[src/hdl/mhi_pkg.sv]
// shared types, constants and helpers of the monotone cubic hermite interpolator
// no dependencies

package mhi_pkg;

  localparam int SAMPLE_MAX_DEF = 32;
  localparam int SPI_W = 6;
  localparam logic [SPI_W-1:0] SPI_RESET = 6'd32;

  // widths of the shared arithmetic unit
  localparam int AW = 128;
  localparam int BW = 66;
  localparam int NW = 8;

  typedef logic [1:0] status_t;
  localparam status_t ST_SAMPLE = 2'd0;
  localparam status_t ST_REJECT = 2'd1;
  localparam status_t ST_SHORT  = 2'd2;

  typedef enum logic {
    OP_MUL = 1'b0,
    OP_DIV = 1'b1
  } op_t;

  typedef struct packed {
    logic          start;
    op_t           op;
    logic [NW-1:0] n;
  } alu_req_t;

  typedef struct packed {
    logic busy;
    logic done;
  } alu_rsp_t;

  function automatic logic signed [31:0] sat32(input logic signed [63:0] v);
    if (v > 64'sd2147483647) begin
      return 32'sh7fffffff;
    end else if (v < -64'sd2147483648) begin
      return 32'sh80000000;
    end
    return v[31:0];
  endfunction

  // divide by 65536 with truncation toward zero
  function automatic logic signed [63:0] trunc16(input logic signed [63:0] p);
    logic signed [63:0] biased;
    biased = p + (p[63] ? 64'sd65535 : 64'sd0);
    return biased >>> 16;
  endfunction

endpackage

[src/hdl/mhi_alu.sv]
// shared bit-serial unit: shift-add multiply and restoring divide, one bit per cycle
// depends on mhi_pkg

module mhi_alu (
  input  logic                         clk,
  input  logic                         rst,
  input  mhi_pkg::alu_req_t            req,
  input  logic signed [mhi_pkg::AW-1:0] a,
  input  logic signed [mhi_pkg::BW-1:0] b,
  output mhi_pkg::alu_rsp_t            rsp,
  output logic signed [mhi_pkg::AW-1:0] res
);
  import mhi_pkg::*;

  logic          busy;
  logic          done;
  op_t           op_r;
  logic [NW-1:0] cnt;
  logic [AW-1:0] areg;
  logic [BW-2:0] breg;
  logic [AW-1:0] acc;
  logic [BW-1:0] rem;
  logic          neg;

  logic [AW-1:0] ma;
  logic [BW-1:0] mb;
  logic [BW-1:0] rem_sh;
  logic [BW-1:0] rem_sub;
  logic          ge;
  logic [AW-1:0] acc_add;

  always_comb begin
    ma      = a[AW-1] ? AW'(-a) : AW'(a);
    mb      = b[BW-1] ? BW'(-b) : BW'(b);
    rem_sh  = {rem[BW-2:0], areg[AW-1]};
    ge      = rem_sh >= {1'b0, breg};
    rem_sub = rem_sh - {1'b0, breg};
    acc_add = acc + areg;
  end

  always_ff @(posedge clk) begin
    if (rst) begin
      busy <= 1'b0;
      done <= 1'b0;
    end else begin
      done <= 1'b0;
      if (req.start && !busy) begin
        busy <= 1'b1;
        op_r <= req.op;
        cnt  <= req.n;
        neg  <= a[AW-1] ^ b[BW-1];
        acc  <= '0;
        rem  <= '0;
        breg <= mb[BW-2:0];
        // dividend top-aligned so only its n low bits are walked
        areg <= (req.op == OP_DIV) ? (ma << (NW'(AW) - req.n)) : ma;
      end else if (busy) begin
        case (op_r)
          OP_MUL: begin
            if (breg[0]) begin
              acc <= acc_add;
            end
            areg <= areg << 1;
            breg <= breg >> 1;
          end
          default: begin
            if (ge) begin
              rem <= rem_sub;
              acc <= {acc[AW-2:0], 1'b1};
            end else begin
              rem <= rem_sh;
              acc <= {acc[AW-2:0], 1'b0};
            end
            areg <= areg << 1;
          end
        endcase
        cnt <= cnt - 1'b1;
        if (cnt == NW'(1)) begin
          busy <= 1'b0;
          done <= 1'b1;
        end
      end
    end
  end

  assign res      = neg ? -$signed(acc) : $signed(acc);
  assign rsp.busy = busy;
  assign rsp.done = done;

endmodule

[config.mk]
export PLATFORM = sky130hd
export DESIGN_NAME = mhi_alu
export DESIGN_NICKNAME = d
export VERILOG_FILES = /design/src/hdl/mhi_pkg.sv /design/src/hdl/mhi_alu.sv
export SDC_FILE = /design/constraint.sdc
export NUM_CORES = 2
export LEC_CHECK = 0
export BUFFER_PORTS_ARGS = -buffer_cell sky130_fd_sc_hd__buf_4
export CORE_MARGIN = 2
export CORE_UTILIZATION = 40
export CTS_BUF_LIST = sky130_fd_sc_hd__clkbuf_16
export CTS_CLUSTER_SIZE = 16
export DETAILED_ROUTE_END_ITERATION = 10
export SLEW_MARGIN = 20
export SYNTH_ARGS = -nofsm -noshare
export SYNTH_HDL_FRONTEND = slang
export SYNTH_SLANG_ARGS = --single-unit
[constraint.sdc]
create_clock -name clk -period 11 [get_ports clk]
set_input_delay 1.65 -clock clk [delete_from_list [all_inputs] [get_ports clk]]
set_output_delay 1.65 -clock clk [all_outputs]
set_load 0.01 [all_outputs]
== After elaboration in Yosys (flattened, before gate mapping) ==
Index checks and enable logic that the tools add are counted.
Storage, ports and cells
  bits in registers: 398
  latch bits: 0
  bits in writable memories: 0
  bits in read-only memories: 0
  input port bits: 206
  output and inout bits: 130
  logic and storage cells: 56
  memories: 0
Operators by class
  add/sub/neg operators: 7
  $mul: 0
  div/mod/pow operators: 0
  magnitude comparators: 1
  equal/unequal tests: 2
  shift operators: 1
  muxes and demuxes: 22
  bitwise operators: 3
  reduce and logical (&&, ||, !) cells: 11
Operator list (number)
  $mux 128: 8
  $mux 65: 7
  $neg 128->128: 2
  $add 128x128->128: 1
  $shl 128x8->128: 1
  $ge 66x65->1: 1
  $neg 65->65: 1
  $sub 65x65->65: 1
  $mux 8: 2
  $reduce_and 3->1: 3
  $eq 8x1->1 const B: 1
  $sub 8x1->8 const B: 1
  $sub 8x8->8 const A: 1
  $mux 1: 5
  $reduce_and 2->1: 2
  $reduce_bool 2->1: 2
  $reduce_bool 3->1: 1
  $reduce_or 3->1: 1
  $ne 2x1->1 const B: 1
  $not 1->1: 2
  $logic_and 1x1->1: 1
  $logic_not 1->1: 1
  $xor 1x1->1: 1

== Depth between registers and ports, before layout ==
  word-level depth: 5
  depth in mapped cells: 22
  depth with buffers taken out: 16

== Least setup slack after synthesis ==
Ideal clock, no wire load.
  path kind: input to register
  start: in rst
  end: reg acc[0] (enable)
  setup time: 0.691 ns
  data arrival time: 8.268 ns
  required time: 10.309 ns
  slack: 2.041 ns
  stages: 2
  path buffers: 0
  cell sequence: o21bai_1 > a31oi_1
On the way
  longest elaborated chain between the ends: 2
Ends and longest elaborated chain
  start: declaration: RTL line mhi_alu.sv:6  | input logic rst,
  $not 1->1 (no source line)
  $reduce_and 3->1 (no source line)
  end signal: assignment: RTL line mhi_alu.sv:69  | acc <= {acc[AW-2:0], 1'b1};
  end signal: assignment: RTL line mhi_alu.sv:72  | acc <= {acc[AW-2:0], 1'b0};
  end: declaration: RTL line mhi_alu.sv:21  | logic [AW-1:0] acc;
No other way between the ends.
A chain may end at the register's enable or synchronous reset.

== Final worst setup path ==
  start: reg acc[4]
  end: out res[120] (netlist name)
On the way
  longest elaborated chain between the ends: 2
Ends and longest elaborated chain
  $neg 128->128: RTL line mhi_alu.sv:86  | assign res = neg ? -$signed(acc) : $signed(acc);
  $mux 128: RTL line mhi_alu.sv:86
  end: declaration: RTL line mhi_alu.sv:11  | output logic signed [mhi_pkg::AW-1:0] res
No other way between the ends.

==> flow_summary.yaml <==
outcome:
  status: "finished, final reports clean"
synth:
  synth_cell_types: 106
  syn_nets: 6546
  ys_top_cells_by_area: "edfxtp_1, xnor2_1, nand2_1"
  netlist_area_um2: 48000
  synth_flop_cell: "edfxtp_1"
  synth_top_cell_by_area: "edfxtp_1"
  synth_top_area_share_pct: 24.8
  synth_warnings: 0
  synth_area_per_cell_um2: 7.82
  synth_edf_count: 396
  synth-seq-cells: 398
  async_reset_ff_share_pct: 0
  ys_seq_area_share_pct: 24.9
  synthCells: 6140
clocking:
  postCtsSetupBuffers: 0
  clock_path_buffers: 3
  htreeDepth: 2
  cts_buffers: 50
  cts_tree: "built"
  ctsHoldBuffers: 0
  worstSkewPairLatency_ps: 670
  cts_resized: 0
  cts.sinks: 398
  cts_root_buf: "clkbuf_16"
  clk_pin_slew_ps: 60
sta:
  fin_crit_sh_pct: 70.8
  max_slew_margin_pct: 17.3
  holdWs_ps: 554
  post-route-min-period_ps: 7790
  rsz0062_at_grt: "no"
  setup-violations-final: 0
  skew_ps: 51.8
  fmax_mhz: 128
  tightestPinTransition_ps: 1240
  hold_viol_final: 0
  tns_ps: 0
  timing.final.max_slew_violations: 0
floorplanning:
  rows: 127
  dieHeight_um: 350
  io_pins: 336
  dieArea_um2: 123000
  core_um2: 119000
  start_util_pct: 40.2
  die_x_um: 350
place:
  portBuffers: 335
  placed_cells: 7747
  gp_congestion: 1.09
  place.detailed.hpwl_mm: 178
global_route:
  overflow: 0
  track_usage_pct: 35.8
  grt_max_degree: 190
  grt_pass1_wl_mm: 329
  grt_pass1_vias: 47600
  antenna_found_initial: 11
layout:
  layout-drive-gt1-share_pct: 11.4
  final_cell_mix: "nand2_1, nor2_1, a21oi_1"
  final_common_cell: "nand2_1"
  syn_to_final_growth_pct: 11.6
  final_cells: 7845
  nNetsFinal: 6593
worst_setup_path:
  crit_fanout: 6
  endpoint_kind: "output port"
  critical_path_class: "reg2out"
  start_kind: "flop"
  critical_path_required_ps: 9350
  arrival_ps: 6140
hold_path:
  hp-class: "reg2reg"
route:
  wl_per_cell_um: 29.1
  routed_wl_mm: 228
  vias: 51900
  ant_nets: 0
  viasPerCell: 6.62
  drt_pre_antenna_iters: 9
  drt_iter0_markers: 7480
  drc_errors: 0
power:
  powerDensity_nw_per_um2: 137
  leakagePower_uw: 0.0203
  peakVddDrop_mv: 0.119
run:
  drv_cap: 0
==> state kept, by name, summed over array words and instances, names as in the netlist <==
| register | cells |
|---|---|
| breg | 65 |
| areg | 128 |
| rem | 65 |
| done | 1 |
| cnt | 8 |
| op_r | 1 |
| neg | 1 |
| busy | 1 |
| acc | 128 |
==> cell families (layout without fill, tap and decap cells) <==
| group | Yosys count | after routing | synth area share [%] |
|---|---|---|---|
| compound gates | 2044 | 2044 | 28.0 |
| xor+xnor | 520 | 520 | 9.50 |
| fa+ha+maj | 200 | 200 | 5.24 |
| buf+inv | 588 | 676 | 4.69 |
| flops | 398 | 398 | 24.9 |
| mux | 276 | 276 | 6.69 |
| other cells | 0 | 5 | 0 |
| simple gates | 2114 | 2114 | 21.0 |
==> final timing paths <==
kind / start / endpoint / slack (ps) / cells after the start
setup / recovery: acc[4]$_SDFFCE_PP0P_ / res[120] / 3210 / 14
hold / removal: breg[3]$_DFFE_PP_ / breg[2]$_DFFE_PP_ / 550 / 2
setup reg to reg: areg[1]$_DFFE_PP_ / acc[108]$_SDFFCE_PP0P_ / 5230 / 15
hold reg to reg: breg[3]$_DFFE_PP_ / breg[2]$_DFFE_PP_ / 550 / 2
==> power breakdown <==
part	internal [uW]	switching, uW	total, uW
clock	1050	768	1810
combinational	1220	2230	3450
sequential	1890	182	2070
==> critical path, cell delays in order (launching register included) <==
cell and delay (ps):
edfxtp_1 490, or4_4 560, nor2_1 210, nand4_1 430, inv_1 140, nand2_1 110
or2_1 310, or3_1 460, or3_1 420, or3_1 350, nor4_1 730, nand4_1 420
o41ai_1 420, xnor2_1 250, buf_4 190
==> metal layers <==
metal / share of wire [%] / GRT usage, % / vias up
li1: - / - / 23300
met4: 5.7 / 16.9 / 8
met3: 10 / 7.68 / 583
met1: 44 / 51.2 / 25000
met5: 0.024 / 0 / -
met2: 40 / 50.7 / 3110
==> synth_stat cells, types with 55 or more instances <==
master	number
o22ai_1	68
inv_1	162
a22oi_1	64
o41ai_1	55
mux2i_1	196
o31ai_1	102
o211ai_1	62
a31oi_1	55
or3_1	100
xnor2_1	324
clkbuf_1	356
ha_1	198
nor3_1	137
nor2_1	620
nor4_1	58
o221ai_1	70
nand3_1	115
o21ai_0	475
a211oi_1	55
nand2_1	666
a21oi_1	496
edfxtp_1	396
xor2_1	195
a21o_1	155
nand4_1	106
==> layout make-up <==
cell class,count,area (um^2)
Multi-Input combinational cell,5154,34100
Inverter,163,616
Timing Repair Buffer,420,3220
Clock inverter,43,484
Antenna cell,5,12.5
Sequential cell,398,11900
Fill cell,12200,65900
Clock buffer,50,1250
Tap cell,1612,2020
==> stage by stage <==
stage / utilization, % / area [um^2] / setup WS (ps) / power, uW
after global placement: 43.4 / 51800 / 3480 / 5400
after detailed placement: 43.4 / 51800 / 3780 / 5400
final: 44.8 / 53600 / 3210 / 7340
after global routing: 44.8 / 53600 / 3000 / 7630
after floorplan: - / 48000 / 2040 / 4200
after CTS: 44.8 / 53600 / 3070 / 7220
(Power assumes the default switching activity.)
